`src/sv/i4ep_pkg.sv`:
```
// ----------------------------------------------------------------------------
// i4ep_pkg: shared types and helpers for the 4x4 intra edge predictor
// Holds the mode codes, the stage payload structs and the rounding helpers.
// ----------------------------------------------------------------------------
package i4ep_pkg;

   localparam int MODE_W     = 4;
   localparam int PIX_W      = 8;
   localparam int EDGE_N     = 8;

   typedef enum logic [MODE_W-1:0] {
      MODE_VP8_VERT              = 4'd0,
      MODE_VP8_HOR               = 4'd1,
      MODE_SVQ3_DOWNLEFT         = 4'd2,
      MODE_RV40_DOWNLEFT         = 4'd3,
      MODE_RV40_DOWNLEFT_NODOWN  = 4'd4,
      MODE_RV40_VERTLEFT         = 4'd5,
      MODE_RV40_VERTLEFT_NODOWN  = 4'd6,
      MODE_VP8_VERTLEFT          = 4'd7,
      MODE_RV40_HORUP            = 4'd8,
      MODE_RV40_HORUP_NODOWN     = 4'd9,
      MODE_VP8_TRUEMOTION        = 4'd10
   } mode_type;

   // Edge pixels after the down-left substitution.
   typedef struct packed {
      logic [MODE_W-1:0]             mode;
      logic [PIX_W-1:0]              corner;
      logic [EDGE_N-1:0][PIX_W-1:0]  top;
      logic [EDGE_N-1:0][PIX_W-1:0]  left;
   } edge_type;

   // Partial filter sums shared among the modes.
   typedef struct packed {
      logic [MODE_W-1:0]   mode;
      logic [6:0][8:0]     pt;    // top[i] + top[i+1]
      logic [6:0][8:0]     pl;    // left[i] + left[i+1]
      logic [5:0][9:0]     st;    // top[i] + 2*top[i+1] + top[i+2]
      logic [5:0][9:0]     sl;    // left[i] + 2*left[i+1] + left[i+2]
      logic [9:0]          ct;    // corner + 2*top[0] + top[1]
      logic [9:0]          cl;    // corner + 2*left[0] + left[1]
      logic [9:0]          et;    // top[6] + 3*top[7]
      logic [9:0]          el;    // left[2] + 3*left[3]
      logic [2:0][8:0]     lt;    // left[k] + top[k] for k = 1..3
      logic [3:0][3:0][9:0] tm;   // left[y] + top[x] - corner, two's complement
   } tap_type;

   function automatic logic [10:0] sum11(input logic [9:0] a, input logic [9:0] b);
      sum11 = {1'b0, a} + {1'b0, b};
   endfunction

   function automatic logic [7:0] avg2(input logic [8:0] x);
      logic [9:0] s;
      s = {1'b0, x} + 10'd1;
      avg2 = s[8:1];
   endfunction

   function automatic logic [7:0] avg4(input logic [9:0] x);
      logic [10:0] s;
      s = {1'b0, x} + 11'd2;
      avg4 = s[9:2];
   endfunction

   function automatic logic [7:0] avg8(input logic [10:0] x);
      logic [11:0] s;
      s = {1'b0, x} + 12'd4;
      avg8 = s[10:3];
   endfunction

   // Saturate a signed 10-bit value to 0..255.
   function automatic logic [7:0] clip8(input logic [9:0] x);
      if (x[9]) begin
         clip8 = 8'd0;
      end else if (x[8]) begin
         clip8 = 8'd255;
      end else begin
         clip8 = x[7:0];
      end
   endfunction

endpackage

```
`src/sv/intra4x4_edge_predictor.sv`:
```
// ----------------------------------------------------------------------------
// intra4x4_edge_predictor: 4x4 intra prediction from edge pixels
// Predicts the sixteen pixels of a 4x4 block from its neighbors and a mode.
// ----------------------------------------------------------------------------
// Usage: the req channel carries one block's neighbor pixels per transfer,
// with the prediction mode on req_tuser. The rsp channel returns one transfer
// per request holding all sixteen predicted pixels, in request order.
// The block is a three-stage pipeline: an input register that applies the
// down-left substitution, a tap stage that forms the shared filter sums, and
// an output stage that rounds, selects by mode and holds the result.
// A request passes the edge, tap and output stage registers in that order,
// and rsp_tvalid rises once it sits in the output register. A new request
// is taken in every cycle while rsp_tready is high, so the sustained rate is
// then one block per cycle; the stage registers set that figure.
// Each stage holds its item while the stage after it is full and held, and
// req_tready falls only when all three stages are full and rsp_tready is low.
// A stalled result stays on rsp_tdata unchanged until its transfer completes.
// Reset clears the stage valid bits; the block then holds no item. Unused
// mode codes predict all pixels as zero.
// ----------------------------------------------------------------------------
module intra4x4_edge_predictor (
   input  logic          clock,
   input  logic          reset,
   input  logic          req_tvalid,
   output logic          req_tready,
   // corner [7:0], top_row [71:8], left_col [135:72]
   input  logic [135:0]  req_tdata,
   // mode [3:0]
   input  logic [3:0]    req_tuser,
   output logic          rsp_tvalid,
   input  logic          rsp_tready,
   // rows_upper [63:0], rows_lower [127:64]
   output logic [127:0]  rsp_tdata
);
   import i4ep_pkg::*;

   edge_type edge_q;
   tap_type  tap_q;
   logic     edge_valid, edge_ready;
   logic     tap_valid, tap_ready;

   // Stage one: unpack the request and substitute the down-left pixels.
   i4ep_edge_stage u_edge (
      .clock       (clock),
      .reset       (reset),
      .in_valid    (req_tvalid),
      .in_ready    (req_tready),
      .in_mode     (req_tuser),
      .in_corner   (req_tdata[7:0]),
      .in_top_row  (req_tdata[71:8]),
      .in_left_col (req_tdata[135:72]),
      .out_valid   (edge_valid),
      .out_ready   (edge_ready),
      .out_edge    (edge_q)
   );

   // Stage two: two-tap and three-tap sums and TrueMotion differences.
   i4ep_tap_stage u_tap (
      .clock     (clock),
      .reset     (reset),
      .in_valid  (edge_valid),
      .in_ready  (edge_ready),
      .in_edge   (edge_q),
      .out_valid (tap_valid),
      .out_ready (tap_ready),
      .out_tap   (tap_q)
   );

   // Stage three: final rounding, mode select and the output register.
   i4ep_pixel_stage u_pixel (
      .clock      (clock),
      .reset      (reset),
      .in_valid   (tap_valid),
      .in_ready   (tap_ready),
      .in_tap     (tap_q),
      .out_valid  (rsp_tvalid),
      .out_ready  (rsp_tready),
      .out_pixels (rsp_tdata)
   );

endmodule

```
`src/sv/i4ep_edge_stage.sv`:
```
// ----------------------------------------------------------------------------
// i4ep_edge_stage: input register stage
// Unpacks the edge pixels and replaces the down-left pixels where asked.
// ----------------------------------------------------------------------------
module i4ep_edge_stage (
   input  logic                       clock,
   input  logic                       reset,
   input  logic                       in_valid,
   output logic                       in_ready,
   input  logic [3:0]                 in_mode,
   input  logic [7:0]                 in_corner,
   input  logic [63:0]                in_top_row,
   input  logic [63:0]                in_left_col,
   output logic                       out_valid,
   input  logic                       out_ready,
   output i4ep_pkg::edge_type         out_edge
);
   import i4ep_pkg::*;

   logic     valid_ff, valid_in;
   edge_type edge_ff, edge_in;
   logic     nodown;

   assign in_ready = !valid_ff || out_ready;
   assign valid_in = in_ready ? in_valid : valid_ff;
   assign nodown   = (in_mode == MODE_RV40_DOWNLEFT_NODOWN)
                  || (in_mode == MODE_RV40_VERTLEFT_NODOWN)
                  || (in_mode == MODE_RV40_HORUP_NODOWN);

   always_comb begin
      edge_in.mode   = in_mode;
      edge_in.corner = in_corner;
      edge_in.top    = in_top_row;
      edge_in.left   = in_left_col;
      if (nodown) begin
         for (int i = 4; i < EDGE_N; i++) begin
            edge_in.left[i] = in_left_col[31:24];
         end
      end
   end

   always_ff @(posedge clock) begin
      if (reset) begin
         valid_ff <= 1'b0;
      end else begin
         valid_ff <= valid_in;
      end
      if (in_ready && in_valid) begin
         edge_ff <= edge_in;
      end
   end

   assign out_valid = valid_ff;
   assign out_edge  = edge_ff;

endmodule

```
`src/sv/i4ep_tap_stage.sv`:
```
// ----------------------------------------------------------------------------
// i4ep_tap_stage: filter tap stage
// Forms the two- and three-tap sums and the TrueMotion differences.
// ----------------------------------------------------------------------------
module i4ep_tap_stage (
   input  logic                       clock,
   input  logic                       reset,
   input  logic                       in_valid,
   output logic                       in_ready,
   input  i4ep_pkg::edge_type         in_edge,
   output logic                       out_valid,
   input  logic                       out_ready,
   output i4ep_pkg::tap_type          out_tap
);
   import i4ep_pkg::*;

   logic    valid_ff, valid_in;
   tap_type tap_ff, tap_in;

   assign in_ready = !valid_ff || out_ready;
   assign valid_in = in_ready ? in_valid : valid_ff;

   always_comb begin
      tap_in.mode = in_edge.mode;
      for (int i = 0; i < 7; i++) begin
         tap_in.pt[i] = {1'b0, in_edge.top[i]} + {1'b0, in_edge.top[i+1]};
         tap_in.pl[i] = {1'b0, in_edge.left[i]} + {1'b0, in_edge.left[i+1]};
      end
      for (int i = 0; i < 6; i++) begin
         tap_in.st[i] = {1'b0, tap_in.pt[i]} + {1'b0, tap_in.pt[i+1]};
         tap_in.sl[i] = {1'b0, tap_in.pl[i]} + {1'b0, tap_in.pl[i+1]};
      end
      tap_in.ct = {2'b0, in_edge.corner} + {2'b0, in_edge.top[0]} + {1'b0, tap_in.pt[0]};
      tap_in.cl = {2'b0, in_edge.corner} + {2'b0, in_edge.left[0]} + {1'b0, tap_in.pl[0]};
      tap_in.et = {1'b0, tap_in.pt[6]} + {1'b0, in_edge.top[7], 1'b0};
      tap_in.el = {1'b0, tap_in.pl[2]} + {1'b0, in_edge.left[3], 1'b0};
      for (int k = 0; k < 3; k++) begin
         tap_in.lt[k] = {1'b0, in_edge.left[k+1]} + {1'b0, in_edge.top[k+1]};
      end
      for (int y = 0; y < 4; y++) begin
         for (int x = 0; x < 4; x++) begin
            tap_in.tm[y][x] = {2'b0, in_edge.left[y]} + {2'b0, in_edge.top[x]}
                            - {2'b0, in_edge.corner};
         end
      end
   end

   always_ff @(posedge clock) begin
      if (reset) begin
         valid_ff <= 1'b0;
      end else begin
         valid_ff <= valid_in;
      end
      if (in_ready && in_valid) begin
         tap_ff <= tap_in;
      end
   end

   assign out_valid = valid_ff;
   assign out_tap   = tap_ff;

endmodule

```
`src/sv/i4ep_pixel_stage.sv`:
```
// ----------------------------------------------------------------------------
// i4ep_pixel_stage: pixel output stage
// Finishes each mode's rounding and selects the sixteen pixels by mode.
// ----------------------------------------------------------------------------
module i4ep_pixel_stage (
   input  logic                       clock,
   input  logic                       reset,
   input  logic                       in_valid,
   output logic                       in_ready,
   input  i4ep_pkg::tap_type          in_tap,
   output logic                       out_valid,
   input  logic                       out_ready,
   output logic [127:0]               out_pixels
);
   import i4ep_pkg::*;

   logic              valid_ff, valid_in;
   logic [15:0][7:0]  pix_ff, pix_in;
   logic [15:0][7:0]  p_vert, p_hor, p_svq3, p_dl, p_vl, p_vp8vl, p_hu, p_tm;
   tap_type           t;

   assign in_ready = !valid_ff || out_ready;
   assign valid_in = in_ready ? in_valid : valid_ff;
   assign t        = in_tap;

   always_comb begin
      logic [7:0] a0, a1, a2, a3;
      logic [7:0] h0, h1, h2, h3;
      // Smoothed vertical and horizontal.
      a0 = avg4(t.ct);
      a1 = avg4(t.st[0]);
      a2 = avg4(t.st[1]);
      a3 = avg4(t.st[2]);
      h0 = avg4(t.cl);
      h1 = avg4(t.sl[0]);
      h2 = avg4(t.sl[1]);
      h3 = avg4(t.el);
      p_vert = {4{a3, a2, a1, a0}};
      p_hor  = {{4{h3}}, {4{h2}}, {4{h1}}, {4{h0}}};

      for (int y = 0; y < 4; y++) begin
         for (int x = 0; x < 4; x++) begin
            // Down-left variants run along the anti-diagonal x + y.
            if (x + y == 0) begin
               p_svq3[4*y+x] = t.lt[0][8:1];
            end else if (x + y == 1) begin
               p_svq3[4*y+x] = t.lt[1][8:1];
            end else begin
               p_svq3[4*y+x] = t.lt[2][8:1];
            end
            if (x + y < 6) begin
               p_dl[4*y+x] = avg8(sum11(t.st[x+y], t.sl[x+y]));
            end else begin
               p_dl[4*y+x] = avg4({1'b0, t.pt[6]} + {1'b0, t.pl[6]});
            end
            p_tm[4*y+x] = clip8(t.tm[y][x]);
         end
      end

      // RV40 vertical-left.
      p_vl[0]  = avg8(sum11({t.pt[0], 1'b0}, t.sl[1]));
      p_vl[1]  = avg2(t.pt[1]);
      p_vl[2]  = avg2(t.pt[2]);
      p_vl[3]  = avg2(t.pt[3]);
      p_vl[4]  = avg8(sum11(t.st[0], t.sl[2]));
      p_vl[5]  = avg4(t.st[1]);
      p_vl[6]  = avg4(t.st[2]);
      p_vl[7]  = avg4(t.st[3]);
      p_vl[8]  = avg2(t.pt[1]);
      p_vl[9]  = avg2(t.pt[2]);
      p_vl[10] = avg2(t.pt[3]);
      p_vl[11] = avg2(t.pt[4]);
      p_vl[12] = avg4(t.st[1]);
      p_vl[13] = avg4(t.st[2]);
      p_vl[14] = avg4(t.st[3]);
      p_vl[15] = avg4(t.st[4]);

      // VP8 vertical-left differs in pixels 0, 4, 11 and 15 only.
      p_vp8vl     = p_vl;
      p_vp8vl[0]  = avg2(t.pt[0]);
      p_vp8vl[4]  = avg4(t.st[0]);
      p_vp8vl[11] = avg4(t.st[4]);
      p_vp8vl[15] = avg4(t.st[5]);

      // RV40 horizontal-up.
      p_hu[0]  = avg8(sum11(t.st[1], {t.pl[0], 1'b0}));
      p_hu[1]  = avg8(sum11(t.st[2], t.sl[0]));
      p_hu[2]  = avg8(sum11(t.st[3], {t.pl[1], 1'b0}));
      p_hu[4]  = p_hu[2];
      p_hu[3]  = avg8(sum11(t.st[4], t.sl[1]));
      p_hu[5]  = p_hu[3];
      p_hu[6]  = avg8(sum11(t.st[5], {t.pl[2], 1'b0}));
      p_hu[8]  = p_hu[6];
      p_hu[7]  = avg8(sum11(t.et, t.el));
      p_hu[9]  = p_hu[7];
      p_hu[11] = avg4(t.sl[3]);
      p_hu[13] = p_hu[11];
      p_hu[12] = avg4({1'b0, t.pt[6]} + {1'b0, t.pl[3]});
      p_hu[10] = p_hu[12];
      p_hu[14] = avg2(t.pl[4]);
      p_hu[15] = avg4(t.sl[4]);
   end

   always_comb begin
      unique case (t.mode)
         MODE_VP8_VERT:             pix_in = p_vert;
         MODE_VP8_HOR:              pix_in = p_hor;
         MODE_SVQ3_DOWNLEFT:        pix_in = p_svq3;
         MODE_RV40_DOWNLEFT,
         MODE_RV40_DOWNLEFT_NODOWN: pix_in = p_dl;
         MODE_RV40_VERTLEFT,
         MODE_RV40_VERTLEFT_NODOWN: pix_in = p_vl;
         MODE_VP8_VERTLEFT:         pix_in = p_vp8vl;
         MODE_RV40_HORUP,
         MODE_RV40_HORUP_NODOWN:    pix_in = p_hu;
         MODE_VP8_TRUEMOTION:       pix_in = p_tm;
         default:                   pix_in = '0;
      endcase
   end

   always_ff @(posedge clock) begin
      if (reset) begin
         valid_ff <= 1'b0;
      end else begin
         valid_ff <= valid_in;
      end
      if (in_ready && in_valid) begin
         pix_ff <= pix_in;
      end
   end

   assign out_valid  = valid_ff;
   assign out_pixels = pix_ff;

endmodule
```
`config.mk`:
```
export PLATFORM = sky130hd
export DESIGN_NAME = intra4x4_edge_predictor
export DESIGN_NICKNAME = d
export VERILOG_FILES = /design/src/sv/i4ep_pkg.sv /design/src/sv/intra4x4_edge_predictor.sv /design/src/sv/i4ep_edge_stage.sv /design/src/sv/i4ep_tap_stage.sv /design/src/sv/i4ep_pixel_stage.sv
export SDC_FILE = /design/constraint.sdc
export NUM_CORES = 2
export LEC_CHECK = 0
export BUFFER_PORTS_ARGS = -buffer_cell sky130_fd_sc_hd__buf_2
export CAP_MARGIN = 20
export CORE_MARGIN = 1.5
export CORE_UTILIZATION = 49
export CTS_BUF_LIST = sky130_fd_sc_hd__clkbuf_4
export CTS_CLUSTER_DIAMETER = 50
export DETAILED_ROUTE_END_ITERATION = 7
export PLACE_DENSITY_LB_ADDON = 0.08
export SYNTH_ARGS = -nofsm -noshare
export SYNTH_HDL_FRONTEND = slang
export SYNTH_SLANG_ARGS = --single-unit
export TNS_END_PERCENT = 20
```
`constraint.sdc`:
```
create_clock -name clock -period 52.4 [get_ports clock]
set_input_delay 5.24 -clock clock [delete_from_list [all_inputs] [get_ports clock]]
set_output_delay 5.24 -clock clock [all_outputs]
set_load 0.03 [all_outputs]
```
==> impl_summary.md <==
Run status
The run finished, with violations left. The final reports fail on design-rule violations.

Logic synthesis
sky130_fd_sc_hd__edfxtp_1 takes more of the synthesized area than any other cell. The number of warnings issued by yosys is 0. By instance count, the leading cell after synthesis is sky130_fd_sc_hd__ha_1.

In this run, synthesis produced a sequential element count of 723. The most used flip-flop cell after synthesis is sky130_fd_sc_hd__edfxtp_1. The number of synthesized flops with an enable pin is a little over 700. In this run the mean area of a mapped cell was roughly 11 um2. The share of synthesized area in the top cell type comes to 0.406. The proportion of register bits with asynchronous set or reset after synthesis is 0. Counting instances in the post-synthesis netlist gives the leading cell types as 801 x sky130_fd_sc_hd__ha_1, 720 x sky130_fd_sc_hd__edfxtp_1, 386 x sky130_fd_sc_hd__o21ai_0. Synthesis handed over a netlist of roughly 5,000 instances. The mapped netlist covers 0.0533 mm2. The number of nets in the synthesized netlist is 6,050.

Yosys attributes the largest share of cell area to sky130_fd_sc_hd__edfxtp_1 41%, sky130_fd_sc_hd__ha_1 19%, sky130_fd_sc_hd__xnor2_1 5.8%. The number of different library cells in the post-synthesis netlist is 83. The share of the Yosys chip area taken by registers is 0.407.

Drt
The average wire length per cell after detail routing is 28.9 um. After detailed routing, the number of vias per cell comes to 6.04. Wire segments on met2 add up to 81.0 mm in the final route. The total via count in the routed design is 42,800. After detailed routing, the number of remaining DRC violations is 2. The wire length on met3 is approximately 25 mm. The first routing iteration left 5,689 violations. The number of routed nets with antenna violations is 0. Wires add up to between 200 and 250 mm.

The total iterations of the first detailed-routing run is 8. The wire length on met1 is 89.9 mm. The highest layer touched by signal routing is met5.

Placement
Input and output buffers added on the ports amount to between 200 and 300. After legalization and detailed placement, the total HPWL measured 163 mm. In this run the cell area measured after placement is 0.0567 mm2. The congestion estimate from routability-driven global placement came to 1.13. The worst-case setup slack after placement is 40,860 ps.

Clock network
The clock transition at the register clock pins on the worst setup and hold paths after CTS is ~70 ps. The clock sink count is 723. After clock tree synthesis, the setup repair step added 0 buffers. The H-tree generated during clock tree synthesis spans 4 levels. The clock insertion delay at the later pin of the skew report is 1200 ps. The cell sitting at the root of the clock tree is a sky130_fd_sc_hd__clkbuf_4. The number of buffers inserted by hold repair at cts is 0. In this run, CTS created clock tree buffers numbering 197. The CTS tree is yes. The number of buffers on the longest clock path is 3. In this run, post-CTS repair resized a total of 0 instances.

Timing
In this run the tightest slew margin relative to its limit is 0.0808. The number of failing setup endpoints in the final timing report is 0. The worst clock skew is 84.8 ps. The final number of max-transition violations is 0.

The hold slack is 457 ps. The slew at the pin with the worst max-slew slack is between 1000 and 1500 ps. The aggregate negative setup slack is 0 ps. The final hold violation count is 0.

Setup repair after global routing left no endpoint under its margin. The maximum achievable frequency is between 80 and 90 MHz. Setup slack closes at 40,840 ps.

Dividing the final minimum period by the clock period gives 0.221. The smallest clock period supported by the final layout is computed as 11,560 ps.

Floorplanning
The x dimension of the die is 333 um. The effective utilization at floorplan is 0.496. The floorplan step set the die height to around 330 um. The die covers 0.111 mm2. The core outline area is 0.107 mm2. The number of rows created at floorplan is 120. During I/O placement, the number of pins put on the boundary was 274.

GRT
The sum of overflow across all layers after global routing is 0. Across every metal layer, demand over resource in global routing totals 0.364. The number of antenna violations at the first check in global routing is 23. The first-pass GRT wire length is 282 mm. Entering global routing, the biggest net connects 167 pins. The via count of the first global-routing pass is 39,400.

Power and ir drop
The highest ir drop seen on vdd is 0.0195 mV. The internal power contribution is 1.63 mW. The portion of total power attributed to combinational logic is 0.497. Of the total power, the share spent switching nets is 0.430.

The sequential fraction of design power is 0.326. The share of total power in the clock network is 0.177. For this design the ratio of total power to cell area is 48.2 mW/mm2. The leakage power total is 25.8 nW.

The net switching power figure is between 1 and 1.5 mW.

Final layout
Compared with the post-synthesis result, the final layout area differs by 11.4%. After routing the design area is ~0.059 mm2. The total number of nets in the final design is 6,542. The share of final-layout standard cells stronger than drive strength 1 is 0.122.

Setup path
The worst setup path is captured at a primary output. Along the worst path, the maximum fanout reaches 6. The worst setup path is of the in -> out kind. The endpoint arrival time on the critical path is ~6300 ps. The required time at the endpoint of the critical path is 47,160 ps. The critical path launch point type is an input port.

Min path
The tightest min-delay check is of the reg -> reg type.

Job
The total of max-cap violations is 0.
## final timing paths
check        cells past startpoint  slack, ps                            to                      startpoint
max                              4      40840                    req_tready                      rsp_tready
min                              0        460  u_tap.out_tap[475]$_DFFE_PP_  u_edge.out_edge[138]$_DFFE_PP_
max reg2reg                     12      47640  u_tap.out_tap[265]$_DFFE_PP_   u_edge.out_edge[25]$_DFFE_PP_
min reg2reg                      0        460  u_tap.out_tap[475]$_DFFE_PP_  u_edge.out_edge[138]$_DFFE_PP_
## power groups by stage
| stage | Clock, mW | Combinational, mW | Sequential (mW) |
|---|---|---|---|
| 2_1_floorplan | 0 | 0.975 | 0.911 |
| 3_3_place_gp | 0 | 1.35 | 0.936 |
| 3_5_place_dp | 0 | 1.37 | 0.937 |
| 4_1_cts | 0.516 | 1.38 | 0.925 |
| 5_1_grt | 0.544 | 1.54 | 0.934 |
| 6_report | 0.506 | 1.42 | 0.932 |
## flip-flops by register name (all words and copies together), names as in the netlist
name,cells
u_pixel.out_pixels,128
u_edge.out_edge,140
u_tap.out_tap,452
u_tap.out_valid,1
u_pixel.out_valid,1
u_edge.out_valid,1
## layout make-up
cell class	instances	area (um2)
antenna	11	27.5
clock buffer	276	2070
clock inverter	69	372
fill	9579	48000
inverter	373	1400
multi-input combinational	3888	30000
sequential	723	21700
tap	1403	1760
timing repair buffer	344	1970
## cell families (layout without fill, tap and decap cells)
logic type | Yosys count | count (layout) | share of synthesized area
AO/OA/AOI/OAI | 1230 | 1230 | 0.140
flip-flops | 723 | 723 | 0.407
multiplexers | 8 | 8 | 0.00174
XOR/XNOR | 600 | 600 | 0.0987
AND/OR/NAND/NOR | 1179 | 1179 | 0.107
buffers and inverters | 424 | 1062 | 0.0305
adder cells (fa/ha/maj) | 871 | 871 | 0.214
other | 0 | 11 | 0
## cells in the final DEF, fill, tap and decap left out, types with 125 or more instances in the layout
master                       n
sky130_fd_sc_hd__a21oi_1   378
sky130_fd_sc_hd__clkbuf_4  280
sky130_fd_sc_hd__xnor2_1   350
sky130_fd_sc_hd__a21o_1    125
sky130_fd_sc_hd__o21ai_0   386
sky130_fd_sc_hd__nand3_1   127
sky130_fd_sc_hd__inv_1     372
sky130_fd_sc_hd__nor2_1    270
sky130_fd_sc_hd__buf_2     273
sky130_fd_sc_hd__nand2_1   361
sky130_fd_sc_hd__ha_1      801
sky130_fd_sc_hd__xor2_1    250
sky130_fd_sc_hd__edfxtp_1  720
## metal layers
| layer | vias to the layer above | global-route usage |
|---|---|---|
| li1 | 19600 | - |
| met1 | 20300 | 0.526 |
| met2 | 2479 | 0.503 |
| met3 | 401 | 0.106 |
| met4 | 8 | 0.156 |
| met5 | - | 0 |
## stage by stage
| step | util | power [mW] | instances |
|---|---|---|---|
| floorplan | - | 1.89 | 5035 |
| global placement | 0.528 | 2.29 | 6717 |
| detailed placement | 0.528 | 2.30 | 6719 |
| CTS | 0.551 | 2.82 | 7064 |
| global route | 0.552 | 3.02 | 7082 |
| finish | 0.552 | 2.86 | 7087 |
## worst max-delay path: stages
cell                      delay, ps
sky130_fd_sc_hd__buf_2           90
sky130_fd_sc_hd__nor2b_1        580
sky130_fd_sc_hd__nand3_1        180
sky130_fd_sc_hd__buf_2          220
No activity file was read; power rests on OpenSTA's default activity.
